<file path="src/hdl/asba_pkg.sv">
// ----------------------------------------------------------------------------
// asba_pkg
// Shared types and constants of the ASID bitmap allocator: map word type,
// command codes, sequencer states and reserved identifiers.
// ----------------------------------------------------------------------------
package asba_pkg;

  // bitmap word geometry
  localparam int WORD_BITS    = 64;
  localparam int BIT_IDX_BITS = 6;
  localparam int ASID_W       = 8;
  localparam int MAX_ID_BITS  = 16;

  typedef logic [WORD_BITS-1:0] word_t;
  typedef logic [ASID_W-1:0]    asid_t;

  // reserved identifiers and reset contents of word zero
  localparam asid_t SHARED_ID   = 8'd1;
  localparam asid_t NONE_ID     = 8'd0;
  localparam word_t RESET_WORD0 = 64'd3;

  typedef enum logic {
    CMD_ALLOC = 1'b0,
    CMD_FREE  = 1'b1
  } cmd_t;

  typedef enum logic [2:0] {
    S_CLEAR,
    S_IDLE,
    S_ALLOC_MOD,
    S_SCAN,
    S_FREE_MOD
  } state_t;

endpackage

</file>
<file path="src/hdl/asid_bitmap_allocator.sv">
// ----------------------------------------------------------------------------
// asid_bitmap_allocator
// Address-space identifier allocator: in-use bitmap in a word memory plus a
// first-free pointer, with a read-modify-write sequencer and word scan.
// ----------------------------------------------------------------------------
// Sequence: an allocate reads the word at the first-free pointer, sets its bit
//   and scans on to a word with a clear bit or the last (1 to 2**(ID_BITS-6) words
//   read); a valid free clears its bit; other requests read no word.
// Throughput: one transaction at a time, limited by the single memory read port;
//   the next start is taken in the cycle the result strobe is shown.
// Reset: a clearing pass writes all 2**(ID_BITS-6) map words (4 at default)
//   with busy high. Results are strobed once and the receiver cannot stall.
module asid_bitmap_allocator #(
  parameter int ID_BITS = 8
) (
  input  logic clk,
  input  logic rst,
  input  logic start,
  output logic busy,
  input  logic command,
  input  asba_pkg::asid_t asid_in,
  output logic done,
  output asba_pkg::asid_t asid_out,
  output logic invalidate_request
);
  import asba_pkg::*;

  localparam int N_IDS     = 1 << ID_BITS;
  localparam int WADDR     = ID_BITS - BIT_IDX_BITS;
  localparam int MAP_WORDS = 1 << WADDR;

  localparam logic [WADDR-1:0] LAST_WORD = WADDR'(MAP_WORDS - 1);
  localparam logic [ID_BITS:0] FULL_PTR  = (ID_BITS+1)'(N_IDS);

  // lowest clear bit of a map word
  function automatic logic [BIT_IDX_BITS-1:0] lowest_clear(input word_t w);
    logic [BIT_IDX_BITS-1:0] r;
    r = '0;
    for (int b = WORD_BITS - 1; b >= 0; b--) begin
      if (!w[b]) begin
        r = BIT_IDX_BITS'(b);
      end
    end
    return r;
  endfunction

  state_t state, state_next;

  logic [ID_BITS:0]   first_free, first_free_next;
  logic [ID_BITS-1:0] op_id, op_id_next;
  logic [WADDR-1:0]   scan_addr, scan_addr_next;
  logic [WADDR-1:0]   clr_cnt, clr_cnt_next;

  logic             rd_en, wr_en;
  logic [WADDR-1:0] rd_addr, wr_addr;
  word_t            rd_data, wr_data;

  logic  res_valid, res_inv;
  asid_t res_asid;

  // command decode
  logic                    full, free_ok, is_free;
  logic [31:0]             id_wide;
  logic [ID_BITS-1:0]      id_trunc;
  logic [MAX_ID_BITS-1:0]  op_wide;

  assign is_free  = (cmd_t'(command) == CMD_FREE);
  assign full     = first_free[ID_BITS];
  assign id_wide  = 32'(asid_in);
  assign id_trunc = id_wide[ID_BITS-1:0];
  assign free_ok  = (asid_in != NONE_ID) && (asid_in != SHARED_ID) &&
                    (id_wide < 32'(N_IDS));
  assign op_wide  = MAX_ID_BITS'(op_id);

  // word under check: the just-modified word or a scanned word
  word_t                   set_word, clr_word, chk_word;
  logic [WADDR-1:0]        op_addr, chk_addr;
  logic [BIT_IDX_BITS-1:0] lc;
  logic                    word_full, last;

  assign op_addr   = op_id[ID_BITS-1:BIT_IDX_BITS];
  assign set_word  = rd_data | (word_t'(1) << op_id[BIT_IDX_BITS-1:0]);
  assign clr_word  = rd_data & ~(word_t'(1) << op_id[BIT_IDX_BITS-1:0]);
  assign chk_word  = (state == S_ALLOC_MOD) ? set_word : rd_data;
  assign chk_addr  = (state == S_ALLOC_MOD) ? op_addr : scan_addr;
  assign lc        = lowest_clear(chk_word);
  assign word_full = &chk_word;
  assign last      = (chk_addr == LAST_WORD);

  assign busy = (state != S_IDLE);

  asba_map_ram #(
    .ADDR_BITS (WADDR)
  ) u_map (
    .clk     (clk),
    .rd_en   (rd_en),
    .rd_addr (rd_addr),
    .rd_data (rd_data),
    .wr_en   (wr_en),
    .wr_addr (wr_addr),
    .wr_data (wr_data)
  );

  // next state
  always_comb begin
    state_next = state;
    case (state)
      S_CLEAR: begin
        if (clr_cnt == LAST_WORD) begin
          state_next = S_IDLE;
        end
      end
      S_IDLE: begin
        if (start) begin
          if (is_free) begin
            state_next = free_ok ? S_FREE_MOD : S_IDLE;
          end else begin
            state_next = full ? S_IDLE : S_ALLOC_MOD;
          end
        end
      end
      S_ALLOC_MOD, S_SCAN: begin
        state_next = (!word_full || last) ? S_IDLE : S_SCAN;
      end
      S_FREE_MOD: begin
        state_next = S_IDLE;
      end
      default: begin
        state_next = S_CLEAR;
      end
    endcase
  end

  // memory accesses, pointer updates and results
  always_comb begin
    rd_en           = 1'b0;
    rd_addr         = '0;
    wr_en           = 1'b0;
    wr_addr         = '0;
    wr_data         = '0;
    res_valid       = 1'b0;
    res_inv         = 1'b0;
    res_asid        = NONE_ID;
    first_free_next = first_free;
    op_id_next      = op_id;
    scan_addr_next  = scan_addr;
    clr_cnt_next    = clr_cnt;
    case (state)
      S_CLEAR: begin
        wr_en        = 1'b1;
        wr_addr      = clr_cnt;
        wr_data      = (clr_cnt == '0) ? RESET_WORD0 : '0;
        clr_cnt_next = clr_cnt + WADDR'(1);
      end
      S_IDLE: begin
        if (start) begin
          if (is_free) begin
            if (free_ok) begin
              rd_en      = 1'b1;
              rd_addr    = id_trunc[ID_BITS-1:BIT_IDX_BITS];
              op_id_next = id_trunc;
            end else begin
              res_valid = 1'b1;
            end
          end else if (full) begin
            res_valid = 1'b1;
            res_asid  = SHARED_ID;
          end else begin
            rd_en      = 1'b1;
            rd_addr    = first_free[ID_BITS-1:BIT_IDX_BITS];
            op_id_next = first_free[ID_BITS-1:0];
          end
        end
      end
      S_ALLOC_MOD, S_SCAN: begin
        if (state == S_ALLOC_MOD) begin
          wr_en   = 1'b1;
          wr_addr = op_addr;
          wr_data = set_word;
        end
        if (!word_full || last) begin
          first_free_next = word_full ? FULL_PTR : {1'b0, chk_addr, lc};
          res_valid       = 1'b1;
          res_inv         = 1'b1;
          res_asid        = op_wide[ASID_W-1:0];
        end else begin
          rd_en          = 1'b1;
          rd_addr        = chk_addr + WADDR'(1);
          scan_addr_next = chk_addr + WADDR'(1);
        end
      end
      S_FREE_MOD: begin
        wr_en   = 1'b1;
        wr_addr = op_addr;
        wr_data = clr_word;
        if ({1'b0, op_id} < first_free) begin
          first_free_next = {1'b0, op_id};
        end
        res_valid = 1'b1;
      end
      default: begin
        res_valid = 1'b0;
      end
    endcase
  end

  // control registers
  always_ff @(posedge clk) begin
    if (rst) begin
      state              <= S_CLEAR;
      first_free         <= (ID_BITS+1)'(2);
      clr_cnt            <= '0;
      done               <= 1'b0;
      invalidate_request <= 1'b0;
    end else begin
      state              <= state_next;
      first_free         <= first_free_next;
      clr_cnt            <= clr_cnt_next;
      done               <= res_valid;
      invalidate_request <= res_valid & res_inv;
    end
  end

  // payload registers
  always_ff @(posedge clk) begin
    op_id     <= op_id_next;
    scan_addr <= scan_addr_next;
    asid_out  <= res_asid;
  end

  // pointer never lands on a reserved id
  a_ptr_not_reserved: assert property (@(posedge clk) disable iff (rst)
    first_free >= (ID_BITS+1)'(2))
    else $error("first-free pointer on reserved id");

  // pointer never passes the id count
  a_ptr_in_range: assert property (@(posedge clk) disable iff (rst)
    first_free <= FULL_PTR)
    else $error("first-free pointer beyond id count");

  // a result only follows an accepted transaction or sequencer work
  a_done_has_cause: assert property (@(posedge clk) disable iff (rst)
    done |-> $past(busy || start))
    else $error("result strobe without a transaction");

  // invalidate only comes with a result
  a_inv_with_done: assert property (@(posedge clk) disable iff (rst)
    invalidate_request |-> done)
    else $error("invalidate request without result strobe");

  // no read of a word in the cycle it is written
  a_no_rw_same_word: assert property (@(posedge clk) disable iff (rst)
    !(rd_en && wr_en && (rd_addr == wr_addr)))
    else $error("read and write to the same map word");

endmodule

</file>
<file path="src/hdl/asba_map_ram.sv">
// ----------------------------------------------------------------------------
// asba_map_ram
// In-use bitmap storage: one write port, one read port, registered read data.
// ----------------------------------------------------------------------------
module asba_map_ram #(
  parameter int ADDR_BITS = 2
) (
  input  logic                  clk,
  input  logic                  rd_en,
  input  logic [ADDR_BITS-1:0]  rd_addr,
  output asba_pkg::word_t       rd_data,
  input  logic                  wr_en,
  input  logic [ADDR_BITS-1:0]  wr_addr,
  input  asba_pkg::word_t       wr_data
);
  import asba_pkg::*;

  localparam int DEPTH = 1 << ADDR_BITS;

  word_t mem [DEPTH];

  // write port
  always_ff @(posedge clk) begin
    if (wr_en) begin
      mem[wr_addr] <= wr_data;
    end
  end

  // read port, registered read data held while rd_en is low
  always_ff @(posedge clk) begin
    if (rd_en) begin
      rd_data <= mem[rd_addr];
    end
  end

endmodule
</file>
<file path="config.mk">
export PLATFORM = sky130hd
export DESIGN_NAME = asid_bitmap_allocator
export DESIGN_NICKNAME = d
export VERILOG_FILES = /design/src/hdl/asba_pkg.sv /design/src/hdl/asid_bitmap_allocator.sv /design/src/hdl/asba_map_ram.sv
export SDC_FILE = /design/constraint.sdc
export NUM_CORES = 1
export LEC_CHECK = 0
export BUFFER_PORTS_ARGS = -buffer_cell sky130_fd_sc_hd__buf_2
export CORE_ASPECT_RATIO = 0.5
export CORE_MARGIN = 2
export CORE_UTILIZATION = 57
export CTS_CLUSTER_DIAMETER = 30
export DETAILED_ROUTE_END_ITERATION = 10
export GPL_ROUTABILITY_DRIVEN = 0
export PLACE_DENSITY_LB_ADDON = 0.15
export SLEW_MARGIN = 20
export SYNTH_ARGS = -nofsm -noshare
export SYNTH_HDL_FRONTEND = slang
export SYNTH_HIERARCHICAL = 1
export SYNTH_SLANG_ARGS = --single-unit
</file>
<file path="constraint.sdc">
create_clock -name clk -period 6.6 [get_ports clk]
set_clock_uncertainty 0.15 [all_clocks]
set_input_delay 0.33 -clock clk [delete_from_list [all_inputs] [get_ports clk]]
set_output_delay 0.33 -clock clk [all_outputs]
set_load 0.02 [all_outputs]
</file>
# Yosys cells after proc, flatten, opt, wreduce, memory -nomap -nowiden

Memory sizes are Yosys's and may differ from the RTL's. A register that Yosys moved wholly into a read port is not among the register bits.
Cells that the tools add are included.

Bits in registers: 34
Bits in writable memories: 256
Output and inout port bits: 11
Word-level logic and storage cells: 161
Memories kept: 1

Add/sub/neg operators: 2
Order comparisons: 2
Equal/unequal tests: 14
Shift-type cells: 1
Muxes and demuxes: 113
Bitwise gates (word level): 5
Reduce and logical (&&, ||, !) cells: 15

Memory list:

| memory    | depth | width | read ports | clocked after Yosys merged registers in | wr ports | RTL line           | text |
|---|---|---|---|---|---|---|---|
| u_map.mem | 4     | 64    | 1          | 1                                       | 1        | asba_map_ram.sv:20 | `word_t mem [DEPTH];` |

Operators by type and width:

| cell                                                                          | number |
|---|---|
| 6-bit 2-to-1 mux                                                              | 64 |
| 64-bit one-hot mux with 3 select lines                                        | 1 |
| 64-bit 2-to-1 mux                                                             | 2 |
| 64-bit AND                                                                    | 1 |
| 64-bit inverter                                                               | 1 |
| 64-bit bitwise OR                                                             | 1 |
| 64-bit AND reduction                                                          | 1 |
| 1-bit by 6-bit << shifter with 64-bit output (first input constant)           | 1 |
| 8-bit 2-to-1 mux                                                              | 4 |
| 9-bit 2-to-1 mux                                                              | 3 |
| 2-bit 2-to-1 mux                                                              | 10 |
| 9-bit one-hot mux with 2 select lines                                         | 1 |
| 1-bit 2-to-1 mux                                                              | 17 |
| 8-bit one-hot mux with 2 select lines                                         | 1 |
| 3-bit 2-to-1 mux                                                              | 4 |
| 3-bit one-hot mux with 4 select lines                                         | 1 |
| 2-bit inequality test (second input constant)                                 | 5 |
| 8-bit by 9-bit less-than comparator with 1-bit output                         | 1 |
| 8-bit by 9-bit less-than comparator with 1-bit output (second input constant) | 1 |
| 8-bit by 1-bit inequality test with 1-bit output (second input constant)      | 1 |
| 8-bit nonzero test                                                            | 1 |
| 3-bit by 2-bit == test with 1-bit output (second input constant)              | 2 |
| 2-bit one-hot mux with 3 select lines                                         | 1 |
| 2-bit by 1-bit adder with 2-bit output (second input constant)                | 2 |
| 20 further kinds                                                              | 25 |

# Depth between registers and ports, before layout

Gate-level depths: netlist of run 1.

Depth in word-level cells: 70
Gate-level depth with buffers: 15

# By module

Netlist of run 1, hierarchy kept.

By module, submodules not included:

| module                | instances | cells each | area each (um^2) | seq. area each (um^2) |
|---|---|---|---|---|
| asba_map_ram          | 1         | 402        | 11263.3          | 9609.2 |
| asid_bitmap_allocator | 1         | 734        | 5069.9           | 780.7 |

# Least setup slack after synthesis of run 1

Ideal clock, no wire load.

Kind: register to register
Start: reg state[1]
End: mem u_map/mem[0][0] in the netlist's numbering (enable)
Setup time: 578 ps
Arrival time: 5860 ps
Data required time: 5872 ps
Slack: 12 ps
Cell stages (with the launch flop): 8
Path buffers: 2
Clock period less this slack: 6588 ps
Cells stage by stage: dfxtp_1 -> buf_4 -> clkbuf_1 -> mux2i_1 -> nor2_1 -> a21oi_1 -> nor2_1 -> nor3b_1

Elaborated cells on any way between the ends: 12

RTL lines:

| what                                                               | RTL line                                                   | text |
|---|---|---|
| start: declaration                                                 | asid_bitmap_allocator.sv:47                                | `state_t state, state_next;` |
| start signal: assignment                                           | asid_bitmap_allocator.sv:216                               | `state <= state_next;` |
| 3-bit by 2-bit == test with 1-bit output, on equally long branches | asid_bitmap_allocator.sv:148, asid_bitmap_allocator.sv:176 |  |
| 2-bit 2-to-1 mux / 2-bit OR reduction (equally long branches)      | asid_bitmap_allocator.sv:176, asid_bitmap_allocator.sv:148 |  |
| 2-bit one-hot mux with 3 select lines *                            | asid_bitmap_allocator.sv:148                               | `case (state)` |
| named net wr_addr[1]                                               | asid_bitmap_allocator.sv:55                                | `logic [WADDR-1:0] rd_addr, wr_addr;` |
| end: declaration                                                   | asba_map_ram.sv:20                                         |  |

The timed path passes the listed nets; every way through them passes the cells marked *.

# Worst setup path in the final report of run 1

Start: reg state[1]
End: reg u_map.rd_data[14], read port of u_map.mem (data pin)

Word-level cells in the longest chain between the ends: 7
Elaborated cells on any way between the ends: 15

RTL lines:

| what                                     | RTL line                                                                               | text |
|---|---|---|
| 3-bit by 2-bit == test with 1-bit output | asid_bitmap_allocator.sv:84, asid_bitmap_allocator.sv:85, asid_bitmap_allocator.sv:148 |  |
| 64-bit 2-to-1 mux                        | asid_bitmap_allocator.sv:84                                                            | `assign chk_word = (state == S_ALLOC_MOD) ? set_word : rd_data;` |
| 64-bit AND reduction                     | asid_bitmap_allocator.sv:87                                                            | `assign word_full = &chk_word;` |
| 1-bit logical NOT                        | asid_bitmap_allocator.sv:181                                                           | `if (!word_full \|\| last) begin` |
| 1-bit logical OR                         | asid_bitmap_allocator.sv:181                                                           |  |
| 2-bit 2-to-1 mux                         | asid_bitmap_allocator.sv:181                                                           |  |
| 2-bit one-hot mux with 2 select lines *  | asid_bitmap_allocator.sv:148                                                           |  |
| named net rd_addr[1]                     | asid_bitmap_allocator.sv:55                                                            |  |
| end: declaration                         | asba_map_ram.sv:11                                                                     | `output asba_pkg::word_t rd_data,` |

Marks and branches as above.
A chain may end at the register's enable or synchronous reset.

==> results.txt, run 1 <==
- Once detail routing completed, the nets flagged for antenna violations numbered 0.
* Critical setup path kind: reg -> reg
- 0 antenna diodes ended up in the layout.
- Counting tap cells, the placed design contains a total of 1,479 instances.
- Of all nets on the critical path, the largest fanout is 61.
- Number of buffers inserted by hold repair at cts: 6
- The run finished with clean final reports.
- Wires add up to 39.25 mm.
- Maximum number of pins on one net before global-route repair: 64
- By area, the combinational part of the netlist is dominated by compound AO/OA/AOI/OAI gates.
- Detailed-route via count: approximately 11,000
- Max Cap Violations: 0
- Yosys mapped a number of flops with a built-in enable equal to between 300 and 400.
- Counting every net in the synthesized netlist gives 1,158.
- Count of different cell masters after synthesis: 89
- Startpoint kind of the worst setup timing path: flip-flop
- Multi-input gate area in the final layout: 5361 um^2
- For this configuration, the core starts out at a cell density of between 50 and 60%.
* Wire per inst: 25.10 um
* Core Footprint: about 28,000 um^2
- Xor/xnor share of the synthesized area: 0.05362%
- Slowest cell on the critical path: sky130_fd_sc_hd__nor4_1
* RSZ-0062 raised after global routing: false
- Chip width: between 200 and 250 um
- Routed vias/inst: 6.772
- Dividing total power by cell area gives a power density of roughly 360 nW/um^2.
- Ys async rst share: 0%
- For this run, the number of Yosys warnings is 6.
* CTS tree: done
* Sequential cell area: 10,390 um^2
- Setup TNS: 0 ns
* Count of buffers from port buffering: 22
- The worst-case IR drop observed on VDD is 0.2206 mV.
* Commonest non-fill, non-tap cell in the layout: sky130_fd_sc_hd__edfxtp_1
* Post-layout power: 6.591 mW
* Hold Fails Final Rpt: 0
- Once detailed placement completed, the half-perimeter wirelength came to ~25 mm.
* Via count of the first global-routing pass: 10,229
* Die outline height: roughly 120 um
* Share of synthesized area spent on multiplexers: 9.813%
- Number of levels the H-tree was split into: 2
* Number of antenna violations at the first check in global routing: 0
* Arrival time of data at the critical path endpoint: between 5 and 6 ns
* Combined global-route utilization of all metal layers: 26.58%
* Flip-flop and latch count after synthesis: about 350
- Buffers added to address setup during post-CTS repair amount to 0.
* Upper clock frequency limit: 179.8 MHz
- The first global-routing pass estimated 60.04 mm of wire.
* Post-synthesis cell count: between 1,000 and 1,500
* Largest cells by area after synthesis: sky130_fd_sc_hd__edfxtp_1 (61%), sky130_fd_sc_hd__mux4_2 (8.3%), sky130_fd_sc_hd__dfxtp_1 (2.9%), sky130_fd_sc_hd__a21oi_1 (2.8%), sky130_fd_sc_hd__o21ai_0 (2.7%)
- The synthesized netlist occupies a cell area of 16,330 um^2.
- The die covers between 30,000 and 40,000 um^2.
- The most used flip-flop cell after synthesis is sky130_fd_sc_hd__edfxtp_1.
* Global route total overflow: 0
- For the finished layout, the period the worst path requires is 5.562 ns.
- The synthesized netlist devotes 10.72% of its cell area to simple gates.
- Fillcell total: between 1,500 and 2,000
- The synthesized design spends more area on one cell type than any other, namely sky130_fd_sc_hd__edfxtp_1.
- Max Buffers Root-to-Sink: 3
- Clock tree sinks: 354
- Number of design rule violations left after detail routing: 0
- Dividing the synthesized area by the synthesized cell count gives 14.38 um^2.
* # setup viols final: 0
- The analysis attributes to cell leakage a power of 5.781 nW.
- Number of buffers inserted during clock tree synthesis: between 40 and 50
- The library cells used most frequently in the layout, excluding fill and tap cells, are sky130_fd_sc_hd__edfxtp_1 (330), sky130_fd_sc_hd__a21oi_1 (91), sky130_fd_sc_hd__o21ai_0 (87), sky130_fd_sc_hd__nand3_1 (75), sky130_fd_sc_hd__mux4_2 (60).
* Clk root buf: sky130_fd_sc_hd__clkbuf_16
* Number of ports placed on the die boundary: 23
- Area share of the largest cell type after synthesis: 60.67%
* Worst Setup End Kind: flip-flop
- Actual transition at the worst max-transition pin: ~1.2 ns
- Share of the yosys chip area belonging to registers: 63.61%
* Data required time at the worst endpoint: a little under 7 ns
- Cell chain of the critical path: nor3b_4 -> buf_4 -> a31oi_1 -> nor4_1 -> nand4_1 -> or4_4 -> or2_4 -> nor3_4 -> nand2_1 -> o21ai_4 -> buf_12 -> mux4_2
- Fraction of final layout cells with drive strength greater than 1: 20.39%
* Class of the tightest hold or removal check: in -> reg
* Largest stage delay on the critical path: about 0.75 ns
- The final critical path takes up 84.28% of the cycle.
* Headroom to the max-slew limit: 21.26%
- Before antenna repair, the detailed router went through 8 iterations.
- Max-slew violations: 0
- Of the total synthesized cell area, the portion taken by full adders, half adders and majority gates is 0.7660%.
- Total Nets Final: about 1,200
* Rows: 43
* Drt initial violations: 1,436
- Summing the areas of all compound-gate instances in the mapped netlist gives between 10% and 20% of the synthesized area.
* Resized Gates After CTS: 0
- At the later pin of the worst-skew pair, clock insertion delay measures 0.55 ns.
- Number of standard cells in the layout, taps in and fillers out: 1,564
- Clock-pin slew on the worst setup and hold paths: 0.06 ns
- Synthesis-to-layout area growth: 11.46%
==> worst paths after layout <==
kind                      start                end  slack [ns]  depth (start not counted)
setup / recovery       state[1]  u_map/rd_data[14]        1.04                         12
hold / removal       asid_in[7]           op_id[7]        0.03                          3
setup reg to reg       state[1]  u_map/rd_data[14]        1.04                         12
hold reg to reg   first_free[4]      first_free[4]        0.35                          2
==> worst max-delay path, delay by kind of cell, from the launching register on <==
| kind | cells | cell delay (ns) |
|---|---|---|
| multiplexers | 1 | 0.35 |
| AND/OR/NAND/NOR | 7 | 2.43 |
| flip-flops | 1 | 0.71 |
| buffers and inverters | 2 | 0.91 |
| AO/OA/AOI/OAI | 2 | 0.68 |
==> power by group <==
group	leakage [nW]	internal, mW	switching, mW
registers	3.34	3.14	0.155
clock network	0.710	1.43	0.968
logic	1.73	0.325	0.569
total	5.78	4.90	1.69
==> cells by family (layout without fill, tap and decap cells) <==
kind of cell	after synthesis	after routing
flops	354	354
compound gates	294	294
simple gates	287	287
buf+inv	112	158
mux	78	78
fa+ha+maj	10	10
xor+xnor	1	1
==> sequential cells by signal, indices dropped and copies added, names as in the netlist <==
name                count
first_free              9
asid_out                8
state                   3
u_map/rd_data          64
u_map/mem             256
clr_cnt                 2
invalidate_request      1
scan_addr               2
done                    1
op_id                   8
==> Yosys cell counts, types with 4 or more instances <==
library cell                 n
sky130_fd_sc_hd__mux2i_1     9
sky130_fd_sc_hd__buf_2      23
sky130_fd_sc_hd__a31oi_1    52
sky130_fd_sc_hd__o21ai_0    87
sky130_fd_sc_hd__buf_1       4
sky130_fd_sc_hd__nor4_4      4
sky130_fd_sc_hd__and4b_1     4
sky130_fd_sc_hd__dfxtp_1    24
sky130_fd_sc_hd__nor2_1     51
sky130_fd_sc_hd__buf_6       7
sky130_fd_sc_hd__nor4b_4     4
sky130_fd_sc_hd__nor4_2      7
sky130_fd_sc_hd__mux4_2     60
sky130_fd_sc_hd__inv_1      24
sky130_fd_sc_hd__and2_1     12
sky130_fd_sc_hd__or4_1       5
sky130_fd_sc_hd__nor2b_1    11
sky130_fd_sc_hd__buf_4       6
sky130_fd_sc_hd__clkbuf_1   40
sky130_fd_sc_hd__o31ai_1     6
sky130_fd_sc_hd__nor3_1     14
sky130_fd_sc_hd__mux2_2      5
sky130_fd_sc_hd__buf_12      7
sky130_fd_sc_hd__and4bb_2    5
sky130_fd_sc_hd__a32oi_1     4
sky130_fd_sc_hd__nand4_1    10
sky130_fd_sc_hd__a21oi_1    91
sky130_fd_sc_hd__nand3_1    75
sky130_fd_sc_hd__nor4_1      9
sky130_fd_sc_hd__ha_1       10
sky130_fd_sc_hd__a31oi_2     5
sky130_fd_sc_hd__edfxtp_1  330
sky130_fd_sc_hd__nand2_1    45
sky130_fd_sc_hd__mux4_1      4
sky130_fd_sc_hd__a211oi_1    6
==> metal layers <==
metal	vias to the layer above	track usage, %	share of wire (%)
met3	77	6.119	11
met5	-	0	0
met1	5312	39.31	43
met2	623	40.12	43
li1	4579	-	-
met4	0	7.170	2.4
==> metrics by stage <==
stage	area [um^2]	util (%)	setup WS [ns]	hold slack, ns
5_1_grt	18210	65.20	0.7132	0.04176
6_report	18210	65.20	1.038	0.03306
4_1_cts	18210	65.20	1.114	0.009618
3_5_place_dp	16670	59.70	1.111	0.3423
2_1_floorplan	16330	-	0.01241	0.3104
3_3_place_gp	16670	59.70	1.276	0.3389
==> layout make-up <==
| class | count | share of cell area [%] |
|---|---|---|
| flip-flops and latches | 354 | 57.07 |
| multi-input cells | 670 | 29.45 |
| clock buffers | 47 | 5.993 |
| well taps | 382 | 2.625 |
| repair buffers | 55 | 2.254 |
| clock inverters | 32 | 2.110 |
| inverters | 24 | 0.4948 |
No activity file was read; power rests on OpenSTA's default activity.
==> run 2, diff against run 1 <==
- clock period: 6.6 -> 4.8 ns (I/O delays scaled with it)
==> results.txt, run 2 (same netlist as run 1, synthesis figures left out) <==
* Final Cycle Share: 95.01%
- Count of buffers from port buffering: 22
- On the final layout, the worst hold slack is around 0.037 ns.
- Number of ports placed on the die boundary: 23
- Met2 wire len: 16.75 mm
- The wire-length estimate of the detail-placed layout is 25.38 mm.
* Number of standard cells in the layout, taps in and fillers out: 1,588
- The tree is rooted in a sky130_fd_sc_hd__clkbuf_16.
- Once the floorplan was initialized, standard cells occupied 58.49% of the core.
- Fraction of final layout cells with drive strength greater than 1: 21.89%
- In the final routing, the length of wire on met1 measures approximately 18 mm.
- Die outline height: 123.7 um
* Clock tree sinks: about 350
* Number of levels the H-tree was split into: 2
* Min-delay src: asid_in[5]
- RSZ-0062 raised after global routing: false
- Clock-pin slew on the worst setup and hold paths: 0.06 ns
- Total Nets Final: approximately 1,200
* Crit path setup slack, layout: 0.2393 ns
- Clk Latency, worst-skew pair: 0.55 ns
- Detailed routing placed a total of 4.611 mm of wire on met3.
- TritonCTS built the clock tree.
- Startpoint of the lowest-slack register-to-register path: op_id[3]
* Max Cap Violations: 0
* Top Registers: u_map/mem: 256 flops, u_map/rd_data: 64 flops, first_free: 9 flops
- Number of buffers inserted during clock tree synthesis: 42
- Of all nets on the critical path, the largest fanout is 14.
- Power spread over the standard cell area amounts to 492.2 nW/um^2.
- Summed over all cells, the static leakage comes to 5.955 nW.
- Number of antenna violations at the first check in global routing: 0
* Class of the tightest hold or removal check: in -> reg
- After global routing the overflow that remains totals 0.
* Total non-filler cell area in the finished layout: around 19,000 um^2
- Once placement completed, the tool counted placed cells totaling 1,504.
- The die covers ~30,000 um^2.
- Derived from the worst setup path, the maximum achievable clock frequency is about 220 MHz.
- VDD sags by at most 0.3787 mV.
* Data required time at the worst endpoint: 4.93 ns
- Prior to clock tree synthesis, the placed netlist has a worst setup slack of 0.2186 ns.
* Arrival time of data at the critical path endpoint: about 4.7 ns
* Crit path time final: 4.561 ns
- The library cell used most frequently in the layout, excluding fill and tap cells, is sky130_fd_sc_hd__edfxtp_1.
- In the routed layout, each cell is associated on average with a via count of 6.704.
* Final core area utilization: between 60 and 70%
- Worst Setup End Kind: flip-flop
* Run status: finished clean
* # setup viols final: 0
- Chip width: 243.4 um
- The worst setup path is of the reg -> reg kind.
- For the pin with the worst max-slew slack, the measured transition is 1.074 ns.
- Final ANT Viol Nets: 0
- Largest register FFs: 256
- The register with the most flip-flops in the final layout is u_map/mem.
- Initial DRT Pass Iterations: 6
* Setup crit start: op_id[3]
- Wires add up to approximately 40 mm.
- Number of design rule violations left after detail routing: 0
- Across every metal layer, demand over resource in global routing totals 26.78%.
* Maximum number of pins on one net before global-route repair: 65
- Max-slew violations: 0
- The design draws 9.117 mW.
* Hold Fails Final Rpt: 0
* Startpoint kind of the worst setup timing path: flip-flop
- Max Buffers Root-to-Sink: 3
- Rows: 43
- The library cells used most frequently in the layout, excluding fill and tap cells, are sky130_fd_sc_hd__edfxtp_1 (330), sky130_fd_sc_hd__a21oi_1 (91), sky130_fd_sc_hd__o21ai_0 (87), sky130_fd_sc_hd__nand3_1 (75), sky130_fd_sc_hd__mux4_2 (60).
* Setup TNS: 0 ns
- Highest layer used for signal routing: met4
- From synthesis to final layout, the design area changed by 13.41%.
- The number of global-route vias before repair is 10,272.
* Headroom to the max-slew limit: between 20% and 30%
- The routed layout has between 10,000 and 15,000 vias.
- Core Footprint: 27,920 um^2
* DP Area: 16,940 um^2
* Drt initial violations: 1,531
* Antenna fix cells: 0
- The first global-routing pass estimated just over 60 mm of wire.
* Wire per inst: 25.08 um
==> run 2: cell types whose count changed in the layout (fill, tap and decap cells not counted), sizes merged <==
cell and change:
buf +28, clkinv -4, dlygate4sd3 +3, inv -3, bufinv +2, clkbuf -1
clkinvlp -1
==> run 2: area by class of cell <==
class | instances | area (um^2)
clock buffers | 46 | 1087
inverters | 24 | 90.09
flip-flops and latches | 354 | 10390
clock inverters | 26 | 375.4
multi-input cells | 670 | 5376
well taps | 382 | 478.0
repair buffers | 86 | 725.7
fillers | 1884 | 9400
==> run 2: worst max-delay path: stages (launching register included) <==
cell	delay (ns)
sky130_fd_sc_hd__edfxtp_1	0.57
sky130_fd_sc_hd__buf_4	0.30
sky130_fd_sc_hd__and4b_1	0.41
sky130_fd_sc_hd__a31oi_1	0.27
sky130_fd_sc_hd__nor4_4	0.42
sky130_fd_sc_hd__o2111ai_2	0.27
sky130_fd_sc_hd__or2_2	0.39
sky130_fd_sc_hd__or2_4	0.30
sky130_fd_sc_hd__o31ai_4	0.32
sky130_fd_sc_hd__buf_4	0.31
sky130_fd_sc_hd__mux4_1	0.58
==> run 2: worst paths after layout <==
| kind | depth (start not counted) | slack [ns] | endpoint |
|---|---|---|---|
| setup reg to reg | 10 | 0.24 | u_map/rd_data[1] |
| hold reg to reg | 2 | 0.35 | first_free[6] |
| setup / recovery | 10 | 0.24 | u_map/rd_data[1] |
| hold / removal | 3 | 0.04 | op_id[5] |
==> run 2: routing by layer <==
layer	global-route usage, %	vias up
met2	38.23	621
met3	7.520	77
met5	0	-
met1	40.34	5306
li1	-	4642
met4	7.745	0
==> run 2: power by group <==
| group | switching (mW) | leakage [nW] | total [mW] | internal (mW) |
|---|---|---|---|---|
| sequential | 0.199 | 3.34 | 4.52 | 4.32 |
| combinational | 0.795 | 1.90 | 1.27 | 0.473 |
| clock | 1.28 | 0.707 | 3.32 | 2.04 |
| total | 2.28 | 5.96 | 9.12 | 6.84 |
==> run 2: repair_timing <==
| item | in CTS | in global routing |
|---|---|---|
| endpoints found under the setup margin | 0 | 59 |
| resized for setup | 0 | 1 |
| setup buffers | 0 | 3 |
| hold endpoints to repair | 13 | 0 |
| hold buffers | 9 | 0 |
